[src/hdl/lfu_pkg.sv]
// ----------------------------------------------------------------------------
// lfu_pkg
// Types and constants shared by the least-frequently-used cache table.
// ----------------------------------------------------------------------------
package lfu_pkg;

    localparam int LFU_ENTRIES = 16;
    localparam int KEY_W       = 32;
    localparam int DATA_W      = 32;
    localparam int COUNT_W     = 32;
    localparam int STAMP_W     = 48;
    localparam int CAP_W       = 5;

    localparam logic [CAP_W-1:0]   CAP_RESET  = 5'd16;
    localparam logic [DATA_W-1:0]  MISS_VALUE = '1;
    localparam logic [COUNT_W-1:0] COUNT_MAX  = '1;
    localparam logic [COUNT_W-1:0] COUNT_INIT = 32'd1;

    // register index decoded from paddr[2]
    localparam logic REG_CAPACITY = 1'b0;

    localparam logic OP_GET = 1'b0;
    localparam logic OP_SET = 1'b1;

    typedef struct packed {
        logic               opcode;
        logic signed [31:0] lookup_key;
        logic signed [31:0] store_value;
    } s_payload_t;

    typedef struct packed {
        logic               hit;
        logic signed [31:0] read_value;
    } m_payload_t;

    typedef struct packed {
        logic               valid;
        logic [KEY_W-1:0]   key;
        logic [DATA_W-1:0]  value;
        logic [COUNT_W-1:0] count;
        logic [STAMP_W-1:0] stamp;
    } entry_t;

    // control into the slot scanner
    typedef struct packed {
        logic   start;
        logic   slot_vld;
        entry_t slot;
    } scan_in_t;

    // summary of one full pass over the table
    typedef struct packed {
        logic               hit_found;
        logic [DATA_W-1:0]  hit_value;
        logic [COUNT_W-1:0] hit_count;
        logic               free_found;
        logic               vic_found;
    } scan_res_t;

    typedef enum logic [2:0] {
        ST_CLEAR,
        ST_IDLE,
        ST_SCAN,
        ST_UPDATE,
        ST_EVICT,
        ST_RESP
    } lfu_state_t;

endpackage

[src/hdl/lfu_scan.sv]
// ----------------------------------------------------------------------------
// lfu_scan
// Walks the table one slot per cycle and keeps the first key match, the
// first free slot and the eviction victim (lowest count, then oldest stamp).
// ----------------------------------------------------------------------------
module lfu_scan
    import lfu_pkg::*;
#(
    parameter int IDX_W = 4
) (
    input  logic             aclk,
    input  logic             aresetn,
    input  scan_in_t         scan_in,
    input  logic [IDX_W-1:0] slot_idx,
    input  logic [KEY_W-1:0] key,
    output scan_res_t        scan_res,
    output logic [IDX_W-1:0] hit_idx,
    output logic [IDX_W-1:0] free_idx,
    output logic [IDX_W-1:0] vic_idx
);

    logic               hit_found_reg, hit_found_next;
    logic               free_found_reg, free_found_next;
    logic               vic_found_reg, vic_found_next;
    logic [IDX_W-1:0]   hit_idx_reg;
    logic [DATA_W-1:0]  hit_value_reg;
    logic [COUNT_W-1:0] hit_count_reg;
    logic [IDX_W-1:0]   free_idx_reg;
    logic [IDX_W-1:0]   vic_idx_reg;
    logic [COUNT_W-1:0] vic_count_reg;
    logic [STAMP_W-1:0] vic_stamp_reg;

    logic take_hit;
    logic take_free;
    logic take_vic;

    always_comb begin
        take_hit  = scan_in.slot_vld && scan_in.slot.valid &&
                    (scan_in.slot.key == key) && !hit_found_reg;
        take_free = scan_in.slot_vld && !scan_in.slot.valid && !free_found_reg;
        take_vic  = scan_in.slot_vld && scan_in.slot.valid &&
                    (!vic_found_reg ||
                     (scan_in.slot.count < vic_count_reg) ||
                     ((scan_in.slot.count == vic_count_reg) &&
                      (scan_in.slot.stamp < vic_stamp_reg)));

        hit_found_next  = hit_found_reg  || take_hit;
        free_found_next = free_found_reg || take_free;
        vic_found_next  = vic_found_reg  || take_vic;
        if (scan_in.start) begin
            hit_found_next  = 1'b0;
            free_found_next = 1'b0;
            vic_found_next  = 1'b0;
        end
    end

    always_ff @(posedge aclk) begin
        if (!aresetn) begin
            hit_found_reg  <= 1'b0;
            free_found_reg <= 1'b0;
            vic_found_reg  <= 1'b0;
        end else begin
            hit_found_reg  <= hit_found_next;
            free_found_reg <= free_found_next;
            vic_found_reg  <= vic_found_next;
        end
    end

    always_ff @(posedge aclk) begin
        if (take_hit) begin
            hit_idx_reg   <= slot_idx;
            hit_value_reg <= scan_in.slot.value;
            hit_count_reg <= scan_in.slot.count;
        end
        if (take_free) begin
            free_idx_reg <= slot_idx;
        end
        if (take_vic) begin
            vic_idx_reg   <= slot_idx;
            vic_count_reg <= scan_in.slot.count;
            vic_stamp_reg <= scan_in.slot.stamp;
        end
    end

    assign scan_res.hit_found  = hit_found_reg;
    assign scan_res.hit_value  = hit_value_reg;
    assign scan_res.hit_count  = hit_count_reg;
    assign scan_res.free_found = free_found_reg;
    assign scan_res.vic_found  = vic_found_reg;
    assign hit_idx  = hit_idx_reg;
    assign free_idx = free_idx_reg;
    assign vic_idx  = vic_idx_reg;

endmodule

[src/hdl/lfu_cache_table.sv]
// ----------------------------------------------------------------------------
// lfu_cache_table
// Key-value table with least-frequently-used replacement, APB capacity reg.
// ----------------------------------------------------------------------------
// flow: an accepted transaction scans every slot through the single table read
//   port, one entry per cycle, then updates the table and responds; a set that
//   must free a victim that is not the slot it fills adds an evict step, and at
//   capacity 0 the scan is skipped; a new transaction is taken only in idle
// reset: a clearing pass writes every entry invalid before the first input
//   transaction is taken; capacity resets to 16
module lfu_cache_table
    import lfu_pkg::*;
#(
    parameter int ENTRIES = LFU_ENTRIES
) (
    input  logic        aclk,
    input  logic        aresetn,
    input  logic        s_valid,
    output logic        s_ready,
    input  s_payload_t  s_payload,
    output logic        m_valid,
    input  logic        m_ready,
    output m_payload_t  m_payload,
    input  logic        psel,
    input  logic        penable,
    input  logic        pwrite,
    input  logic [2:0]  paddr,
    input  logic [31:0] pwdata,
    output logic [31:0] prdata,
    output logic        pready
);

    localparam int IDX_W = (ENTRIES > 1) ? $clog2(ENTRIES) : 1;
    localparam int CNT_W = $clog2(ENTRIES + 1);
    localparam int CMP_W = (CNT_W > CAP_W) ? CNT_W : CAP_W;
    localparam logic [CNT_W-1:0] CNT_END  = CNT_W'(ENTRIES);
    localparam logic [IDX_W-1:0] IDX_LAST = IDX_W'(ENTRIES - 1);
    localparam logic [CMP_W-1:0] CAP_MAX  = CMP_W'(ENTRIES);

    // table storage
    entry_t mem [ENTRIES];
    entry_t rdata_reg;
    logic             mem_we;
    logic [IDX_W-1:0] mem_waddr;
    entry_t           mem_wdata;
    logic [IDX_W-1:0] mem_raddr;

    lfu_state_t state_reg, state_next;
    logic [CAP_W-1:0]   capacity_reg;
    logic [IDX_W-1:0]   clr_idx_reg, clr_idx_next;
    logic [CNT_W-1:0]   scan_cnt_reg, scan_cnt_next;
    logic               rd_pend_reg, rd_pend_next;
    logic [IDX_W-1:0]   rd_idx_reg, rd_idx_next;
    logic [CNT_W-1:0]   occ_reg, occ_next;
    logic [STAMP_W-1:0] stamp_reg, stamp_next;
    s_payload_t         item_reg, item_next;
    m_payload_t         res_reg, res_next;
    logic               m_valid_reg, m_valid_next;
    m_payload_t         m_data_reg, m_data_next;

    scan_in_t         scan_in;
    scan_res_t        scan_res;
    logic [IDX_W-1:0] hit_idx;
    logic [IDX_W-1:0] free_idx;
    logic [IDX_W-1:0] vic_idx;

    logic [CMP_W-1:0]   cap_eff;
    logic               table_full;
    logic [COUNT_W-1:0] count_inc;
    logic               cfg_wr;

    // ------------------------------------------------------------------
    // configuration port
    // ------------------------------------------------------------------
    assign pready = 1'b1;
    assign cfg_wr = psel && penable && pwrite && pready;

    always_ff @(posedge aclk) begin
        if (!aresetn) begin
            capacity_reg <= CAP_RESET;
        end else if (cfg_wr && (paddr[2] == REG_CAPACITY)) begin
            capacity_reg <= pwdata[CAP_W-1:0];
        end
    end

    always_comb begin
        prdata = '0;
        if (paddr[2] == REG_CAPACITY) begin
            prdata = 32'(capacity_reg);
        end
    end

    // ------------------------------------------------------------------
    // table memory, one write and one registered read per cycle
    // ------------------------------------------------------------------
    always_ff @(posedge aclk) begin
        if (mem_we) begin
            mem[mem_waddr] <= mem_wdata;
        end
        rdata_reg <= mem[mem_raddr];
    end

    lfu_scan #(
        .IDX_W (IDX_W)
    ) u_scan (
        .aclk     (aclk),
        .aresetn  (aresetn),
        .scan_in  (scan_in),
        .slot_idx (rd_idx_reg),
        .key      (item_reg.lookup_key),
        .scan_res (scan_res),
        .hit_idx  (hit_idx),
        .free_idx (free_idx),
        .vic_idx  (vic_idx)
    );

    // ------------------------------------------------------------------
    // control
    // ------------------------------------------------------------------
    always_comb begin
        cap_eff = CMP_W'(capacity_reg);
        if (cap_eff > CAP_MAX) begin
            cap_eff = CAP_MAX;
        end
        table_full = (CMP_W'(occ_reg) >= cap_eff) && scan_res.vic_found;
        count_inc  = (scan_res.hit_count == COUNT_MAX) ? COUNT_MAX
                                                       : scan_res.hit_count + 1'b1;
    end

    always_comb begin
        state_next    = state_reg;
        clr_idx_next  = clr_idx_reg;
        scan_cnt_next = scan_cnt_reg;
        rd_pend_next  = 1'b0;
        rd_idx_next   = rd_idx_reg;
        occ_next      = occ_reg;
        stamp_next    = stamp_reg;
        item_next     = item_reg;
        res_next      = res_reg;
        m_valid_next  = m_valid_reg && !m_ready;
        m_data_next   = m_data_reg;

        s_ready   = 1'b0;
        mem_we    = 1'b0;
        mem_waddr = clr_idx_reg;
        mem_wdata = '0;
        mem_raddr = scan_cnt_reg[IDX_W-1:0];

        scan_in.start    = 1'b0;
        scan_in.slot_vld = rd_pend_reg;
        scan_in.slot     = rdata_reg;

        case (state_reg)
            ST_CLEAR: begin
                mem_we       = 1'b1;
                clr_idx_next = clr_idx_reg + 1'b1;
                if (clr_idx_reg == IDX_LAST) begin
                    state_next = ST_IDLE;
                end
            end
            ST_IDLE: begin
                s_ready = 1'b1;
                if (s_valid) begin
                    item_next          = s_payload;
                    res_next.hit       = 1'b0;
                    res_next.read_value = MISS_VALUE;
                    if (cap_eff == '0) begin
                        state_next = ST_RESP;
                    end else begin
                        scan_cnt_next = '0;
                        scan_in.start = 1'b1;
                        state_next    = ST_SCAN;
                    end
                end
            end
            ST_SCAN: begin
                // read slot n while slot n-1 is being evaluated
                if (scan_cnt_reg != CNT_END) begin
                    rd_pend_next  = 1'b1;
                    rd_idx_next   = scan_cnt_reg[IDX_W-1:0];
                    scan_cnt_next = scan_cnt_reg + 1'b1;
                end else if (!rd_pend_reg) begin
                    state_next = ST_UPDATE;
                end
            end
            ST_UPDATE: begin
                state_next = ST_RESP;
                mem_wdata.valid = 1'b1;
                mem_wdata.key   = item_reg.lookup_key;
                mem_wdata.stamp = stamp_reg;
                if (scan_res.hit_found) begin
                    mem_we          = 1'b1;
                    mem_waddr       = hit_idx;
                    mem_wdata.count = count_inc;
                    mem_wdata.value = (item_reg.opcode == OP_SET) ? item_reg.store_value
                                                                  : scan_res.hit_value;
                    stamp_next   = stamp_reg + 1'b1;
                    res_next.hit = 1'b1;
                    if (item_reg.opcode == OP_GET) begin
                        res_next.read_value = scan_res.hit_value;
                    end
                end else if (item_reg.opcode == OP_SET) begin
                    mem_wdata.count = COUNT_INIT;
                    mem_wdata.value = item_reg.store_value;
                    if (table_full) begin
                        // lower of free and victim slot wins; victim is dropped
                        mem_we     = 1'b1;
                        stamp_next = stamp_reg + 1'b1;
                        if (scan_res.free_found && (free_idx < vic_idx)) begin
                            mem_waddr  = free_idx;
                            state_next = ST_EVICT;
                        end else begin
                            mem_waddr = vic_idx;
                        end
                    end else if (scan_res.free_found) begin
                        mem_we     = 1'b1;
                        mem_waddr  = free_idx;
                        stamp_next = stamp_reg + 1'b1;
                        occ_next   = occ_reg + 1'b1;
                    end
                end
            end
            ST_EVICT: begin
                mem_we    = 1'b1;
                mem_waddr = vic_idx;
                state_next = ST_RESP;
            end
            ST_RESP: begin
                if (!m_valid_reg || m_ready) begin
                    m_valid_next = 1'b1;
                    m_data_next  = res_reg;
                    state_next   = ST_IDLE;
                end
            end
            default: begin
                state_next = ST_IDLE;
            end
        endcase
    end

    always_ff @(posedge aclk) begin
        if (!aresetn) begin
            state_reg    <= ST_CLEAR;
            clr_idx_reg  <= '0;
            scan_cnt_reg <= '0;
            rd_pend_reg  <= 1'b0;
            occ_reg      <= '0;
            stamp_reg    <= '0;
            m_valid_reg  <= 1'b0;
        end else begin
            state_reg    <= state_next;
            clr_idx_reg  <= clr_idx_next;
            scan_cnt_reg <= scan_cnt_next;
            rd_pend_reg  <= rd_pend_next;
            occ_reg      <= occ_next;
            stamp_reg    <= stamp_next;
            m_valid_reg  <= m_valid_next;
        end
    end

    always_ff @(posedge aclk) begin
        rd_idx_reg <= rd_idx_next;
        item_reg   <= item_next;
        res_reg    <= res_next;
        m_data_reg <= m_data_next;
    end

    assign m_valid   = m_valid_reg;
    assign m_payload = m_data_reg;

    // ------------------------------------------------------------------
    // assertions
    // ------------------------------------------------------------------
    a_occ_bound: assert property (@(posedge aclk) disable iff (!aresetn)
        occ_reg <= CNT_END)
        else $error("occupancy above table size");

    a_no_write_in_scan: assert property (@(posedge aclk) disable iff (!aresetn)
        (state_reg == ST_SCAN) |-> !mem_we)
        else $error("table write while a scan is in flight");

    a_accept_starts_work: assert property (@(posedge aclk) disable iff (!aresetn)
        (s_valid && s_ready) |=> ((state_reg == ST_SCAN) || (state_reg == ST_RESP)))
        else $error("accepted transaction not picked up");

    a_stamp_step: assert property (@(posedge aclk) disable iff (!aresetn)
        (state_reg != ST_UPDATE) |=> (stamp_reg == $past(stamp_reg)))
        else $error("stamp moved outside the update step");

endmodule
[config.mk]
export PLATFORM = sky130hd
export DESIGN_NAME = lfu_cache_table
export DESIGN_NICKNAME = d
export VERILOG_FILES = /design/src/hdl/lfu_pkg.sv /design/src/hdl/lfu_scan.sv /design/src/hdl/lfu_cache_table.sv
export SDC_FILE = /design/constraint.sdc
export NUM_CORES = 2
export LEC_CHECK = 0
export BUFFER_PORTS_ARGS = -buffer_cell sky130_fd_sc_hd__buf_4
export CELL_PAD_IN_SITES_DETAIL_PLACEMENT = 1
export CELL_PAD_IN_SITES_GLOBAL_PLACEMENT = 1
export CORE_ASPECT_RATIO = 0.9
export CORE_MARGIN = 3
export CORE_UTILIZATION = 55
export CTS_BUF_LIST = sky130_fd_sc_hd__clkbuf_8
export DETAILED_ROUTE_END_ITERATION = 8
export PLACE_DENSITY_LB_ADDON = 0.3
export SKIP_LAST_GASP = 1
export SYNTH_ARGS = -nofsm -noshare
export SYNTH_HDL_FRONTEND = slang
export SYNTH_SLANG_ARGS = --single-unit
[constraint.sdc]
create_clock -name aclk -period 20.4 [get_ports aclk]
set_clock_uncertainty 0.1 [all_clocks]
set_input_delay 3.06 -clock aclk [delete_from_list [all_inputs] [get_ports aclk]]
set_output_delay 3.06 -clock aclk [all_outputs]
set_load 0.005 [all_outputs]
# --- After elaboration in Yosys (flattened, before gate mapping) ---
# Memories as Yosys holds them, arrays and structs flattened. A register that Yosys moved wholly into a read port is not among the register bits.
# Cells that the tools add are included.
word_totals:
  memories: 1
  regBits: 366
  elab_cells: 153
  out_inout_bits: 68
  ramBits: 2320
  input_bits: 107
op_classes:
  reduce_logical: 43
  muxes: 50
  n_eq_ne: 19
  bitwise_logic: 4
  addsub: 5
  magnitude_cmp: 5
memory_table:
  columns: ["memory", "words", "word_bits", "rd", "rd_clocked_by_memory_dff", "wr", "line_no", "text"]
  rows:
  - ["mem", 16, 145, 1, 1, 1, "lfu_cache_table.sv:41", "entry_t mem [ENTRIES];"]
ops:
  columns: ["op", "n"]
  rows:
  - ["two-way mux 48 bit", 4]
  - ["two-way mux 145 bit", 1]
  - ["two-way mux 64 bit", 2]
  - ["two-way mux 32 bit", 3]
  - ["two-way mux 33 bit", 2]
  - ["one-hot mux 33 bit (2 select lines)", 1]
  - ["== test 32 bit", 2]
  - ["adder 48 x 1 -> 48 bit, second input constant", 1]
  - ["less-than comparator 48 bit", 1]
  - ["adder 32 x 1 -> 32 bit, second input constant", 1]
  - ["== test 32 bit, second input constant", 1]
  - ["less-than comparator 32 bit", 1]
  - ["two-way mux 5 bit", 5]
  - ["two-way mux 4 bit", 5]
  - ["two-way mux 3 bit", 6]
  - ["one-hot mux 3 bit (6 select lines)", 1]
  - ["two-way mux 1 bit", 17]
  - ["!= test 2 bit, second input constant", 8]
  - ["logical AND 1 bit", 13]
  - ["adder 5 x 1 -> 5 bit, second input constant", 2]
  - ["one-hot mux 5 bit (2 select lines)", 1]
  - ["AND reduction 5 bit", 2]
  - ["one-hot mux 4 bit (2 select lines)", 1]
  - ["AND reduction 2 bit", 4]
  - ["21 further kinds", 41]

# --- Longest topological paths before layout ---
depth:
  depth_word: 10
  mapped_depth: 12
  ltp_nobuf: 10

# --- By module ---
# A second synthesis with hierarchy kept.
unflattened:
  hier_cells: 4852
  area_unflattened_um2: 107300.4
by_module_without_submodules:
  columns: ["mod", "cells_per_inst", "seq_area_each_um2", "area_per_inst_um2", "instances"]
  rows:
  - ["lfu_cache_table", 4363, 78064.9, 100121.0, 1]
  - ["lfu_scan", 489, 4744.6, 7179.4, 1]

# --- Least setup slack after synthesis ---
# OpenSTA, ideal clock, no wires.
synth_path:
  path_kind: "register to register"
  startpoint: "register capacity_reg[4]"
  endpoint: "memory mem[4][0] (netlist bit), enable pin"
  synth_period_minus_slack_ps: 13990
  arrival_time_ps: 13026
  n_path_buf: 0
  t_required_ps: 19436
  setup_slack_ps: 6410
  path_stages_with_launch: 11
  setup_ps: 864
  cell_sequence: "dfxtp_1 > inv_1 > nand2_1 > ha_1 > a21o_1 > a31oi_1 > o21a_1 > o211ai_1 > a41oi_1 > or3b_2 > a211oi_1"
synth_between:
  elab_chain_len: 10
  elab_cells_between_ends: 14
  classes_between: "2 x order compare; 11 x mux; 1 x reduce/logical"
synth_rtl:
  columns: ["element", "line_no", "text"]
  rows:
  - ["start: declaration", "lfu_cache_table.sv:49", "logic [CAP_W-1:0] capacity_reg;"]
  - ["start signal: assignment", "lfu_cache_table.sv:82", "capacity_reg <= pwdata[CAP_W-1:0];"]
  - ["> comparator 5 bit", "lfu_cache_table.sv:122", "if (cap_eff > CAP_MAX) begin"]
  - ["two-way mux 5 bit *", "lfu_cache_table.sv:122", null]
  - [">= comparator 5 bit *", "lfu_cache_table.sv:125", "table_full = (CMP_W'(occ_reg) >= cap_eff) && scan_res.vic_found;"]
  - ["logical AND 1 bit *", "lfu_cache_table.sv:125", null]
  - ["two-way mux 1 bit", "lfu_cache_table.sv:205", "if (table_full) begin"]
  - ["two-way mux 1 bit", "lfu_cache_table.sv:202", "end else if (item_reg.opcode == OP_SET) begin"]
  - ["two-way mux 1 bit", "lfu_cache_table.sv:191", "if (scan_res.hit_found) begin"]
  - ["one-hot mux 1 bit (2 select lines)", "lfu_cache_table.sv:153", "case (state_reg)"]
  - ["two-way mux 1 bit", "lfu_cache_table.sv:97", "if (mem_we) begin"]
  - ["two-way mux 1 bit (implied by the code)", "lfu_cache_table.sv:98", "mem[mem_waddr] <= mem_wdata;"]
  - ["end: declaration", "lfu_cache_table.sv:41", null]
# Every way passes the cells marked *; elsewhere a longest branch is shown, timed or not.

# --- Worst setup path after layout ---
layout_path:
  startpoint: "register capacity_reg[4]"
  endpoint: "memory mem[6][85] (netlist bit), enable pin"
# The elaborated chain is that of the path after synthesis.

==> metrics <==
GR Util All Layers=26.3%; worst reg2reg setup slack=13.76 ns; Hold Path Class=reg -> reg; multi-input gate area in the final layout=0.0229 mm^2; largest net degree at the start of global routing=121; critical path endpoint category=register; fmax=151 MHz; FP Rows=152; top cell type's share of synthesized area=73.4%; share of synthesized area occupied by flip-flops and latches=77.5%; stage delay of the slowest cell on the critical path=1.00 ns; Worst-Margin Slew=1.27 ns; flip-flop count of the largest register after layout=2320; standard cell area after detailed placement=0.111 mm^2; initial cell density of the core=55.7%; vias in the first global route=55557; Final GP Congestion=0.781; die width=471 um; RSZ-0062 raised after global routing=no; clock net sink count=2831; ratio of total power to cell area=94.7 mW/mm^2; antenna violations before repair=8; area growth from synthesis to final layout=11.8%; final instance area=0.119 mm^2; library cell used as clock root buffer=sky130_fd_sc_hd__clkbuf_8; global-route wire length before repair=384000 um; aggregate negative setup slack=0 ns; top area cells in the synthesized netlist=sky130_fd_sc_hd__edfxtp_1 73%, sky130_fd_sc_hd__mux4_2 15%, sky130_fd_sc_hd__dfxtp_1 4.1%, sky130_fd_sc_hd__ha_1 1.1%, sky130_fd_sc_hd__clkbuf_1 0.53%; most used cell, CP=sky130_fd_sc_hd__buf_4; TritonCTS clock tree=yes; IR drop worst, VDD=0.105 mV; CP cell instances=inv_1 -> nand2_1 -> ha_1 -> a21o_1 -> a31oi_1 -> o21a_1 -> o211ai_1 -> a41oi_1 -> or3b_2 -> nor2b_4 -> buf_4 -> buf_4; post-synthesis register bit count=2831; cell with the most instances after synthesis=sky130_fd_sc_hd__edfxtp_1; hold-fix buffers at CTS=0; cell count of the worst hold path=0; family of cells with the greatest summed delay on the critical path=compound AO/OA/AOI/OAI gates; worst hold path endpoint=m_payload[2]; count of buffers inserted at the top-level ports=117; slack of the critical path=13.76 ns; total via count after detailed routing=51613; Slew Viols, Final=0; Main synth FF type=sky130_fd_sc_hd__edfxtp_1; Post-CTS Setup Inserts=0; post-synthesis async set-or-reset flop share=0%; kind of critical path=reg -> reg; total half-perimeter wirelength after legalization and detailed placement=129000 um; CP max-delay cell=sky130_fd_sc_hd__buf_4; Period Utilization, post-route=32.6%; most used standard cells in the synthesized netlist=2611 x sky130_fd_sc_hd__edfxtp_1, 725 x sky130_fd_sc_hd__mux4_2, 220 x sky130_fd_sc_hd__dfxtp_1; Remaining DRCs=0; antenna-violating nets left=0; proportion of layout cells with a drive suffix above 1=27.6%; sum of buffers and inverters on the critical path=3; worst setup slack before clock tree synthesis=13.82 ns; Final Critical Period=6.64 ns; EDFF count, synth=2611; Initial DRC Count=6039; drt first pass iters=6; NumNets Final=5458; Die Area=0.200 mm^2; total power of the final layout=11.3 mW; total routed wirelength=259000 um; clock-pin slew on the worst setup and hold paths=0.06 ns; clock buffer count from CTS=441; total of fill cells in the finished design=15574; Arrival @ worst endpoint=7.22 ns; average wire per cell in the routed design=31.7 um; IO Count=175; final count of hold timing violations=0; largest fanout of any net on the critical path=47; Yosys warning count=0; vertical extent of the die=424 um; placeable core area=0.192 mm^2; Crit path required time=20.98 ns; max_cap viols=0; worst r2r dst=mem[6][85]; FF-to-FF Start=capacity_reg[4]; normalized max-slew margin=14.4%; CP startpoint kind=register; ratio of routed vias to standard cells=6.32; most area-hungry cell type in the Yosys netlist=sky130_fd_sc_hd__edfxtp_1; distinct cell type count after synthesis=67; static leakage=39.4 nW; average cell area after synthesis=22.2 um^2; Bufs on Longest Clock Path=4; post-CTS resize count=0; Synth Instances=4817; Worst Reg2Reg Path Length in Cells=12; Congestion Overflow GR=0; clock latency on the worst-skew pair=1.08 ns; Setup-failing EPs final=0; storage element area=0.0828 mm^2; hold path startpoint=res_reg[2]; depth of the CTS H-tree=5; cell area after technology mapping=0.107 mm^2; run status=completed
## cell usage in the layout, fill, tap and decap left out, types with 9 or more instances in the layout
cell type	n
sky130_fd_sc_hd__nand2_1	61
sky130_fd_sc_hd__and3_1	9
sky130_fd_sc_hd__edfxtp_1	2611
sky130_fd_sc_hd__dfxtp_1	216
sky130_fd_sc_hd__nand2b_1	44
sky130_fd_sc_hd__o21ai_0	33
sky130_fd_sc_hd__clkbuf_8	504
sky130_fd_sc_hd__nand3_1	45
sky130_fd_sc_hd__conb_1	28
sky130_fd_sc_hd__a21oi_1	66
sky130_fd_sc_hd__clkinv_1	72
sky130_fd_sc_hd__buf_4	194
sky130_fd_sc_hd__inv_1	269
sky130_fd_sc_hd__nor3_1	24
sky130_fd_sc_hd__nor4_1	18
sky130_fd_sc_hd__buf_12	11
sky130_fd_sc_hd__mux2i_1	10
sky130_fd_sc_hd__xnor2_1	36
sky130_fd_sc_hd__mux4_2	725
sky130_fd_sc_hd__and2_1	76
sky130_fd_sc_hd__nor2_4	10
sky130_fd_sc_hd__clkinv_2	41
sky130_fd_sc_hd__a22o_1	32
sky130_fd_sc_hd__bufinv_16	12
sky130_fd_sc_hd__ha_1	93
sky130_fd_sc_hd__a21o_1	17
sky130_fd_sc_hd__nand4_1	41
sky130_fd_sc_hd__nor2b_1	17
sky130_fd_sc_hd__or3_1	12
sky130_fd_sc_hd__xor2_1	64
sky130_fd_sc_hd__nor2_1	97
## power by group
part | internal, mW | leakage (nW) | switching, mW | total, mW
combinational | 0.110 | 7.73 | 0.166 | 0.276
clock | 2.40 | 4.96 | 2.17 | 4.57
sequential | 6.42 | 26.7 | 0.0541 | 6.47
total | 8.92 | 39.4 | 2.39 | 11.3
## worst max-delay path by stage
stage | to | depth (start not counted) | slack, ns | startpoint
floorplan | mem[4][0] | 10 | 6.41 | capacity_reg[4]
global placement | prdata[3] | 3 | 13.82 | paddr[2]
detailed placement | prdata[2] | 3 | 13.82 | paddr[2]
CTS | mem[6][99] | 12 | 13.81 | capacity_reg[4]
global route | mem[6][99] | 12 | 13.58 | capacity_reg[4]
finish | mem[6][85] | 12 | 13.76 | capacity_reg[4]
## cell families after synthesis
| logic type | after synthesis | share of synthesized area [%] |
|---|---|---|
| compound gates | 211 | 1.28 |
| mux | 735 | 15.4 |
| simple gates | 507 | 2.60 |
| buf+inv | 338 | 1.30 |
| fa+ha+maj | 93 | 1.09 |
| other cells | 2 | 0.00703 |
| flops | 2831 | 77.5 |
| xor+xnor | 100 | 0.820 |
## per-stage QoR
stage	std cells	util, %	hold WS [ns]
2_1_floorplan	4843	-	0.286
3_3_place_gp	7354	57.8	0.286
3_5_place_dp	7354	57.8	0.290
4_1_cts	8158	62.2	0.301
5_1_grt	8162	62.2	0.304
6_report	8163	62.2	0.307
## layout make-up
class | instances | share of cell area, %
sequential | 2831 | 69.3
multi-input combinational | 1674 | 19.2
clock buffer | 504 | 5.81
tap | 2541 | 2.66
timing repair buffer | 205 | 1.40
clock inverter | 300 | 1.28
inverter | 105 | 0.332
antenna | 3 | 0.00629
## metal layers
metal,GRT usage (%),vias up,share of wire (%)
met1,37.3,27701,40
met4,7.64,0,2.6
li1,-,20868,-
met5,0,-,0
met2,43.2,2584,50
met3,4.16,460,7.7
No activity file was read; power rests on OpenSTA's default activity.
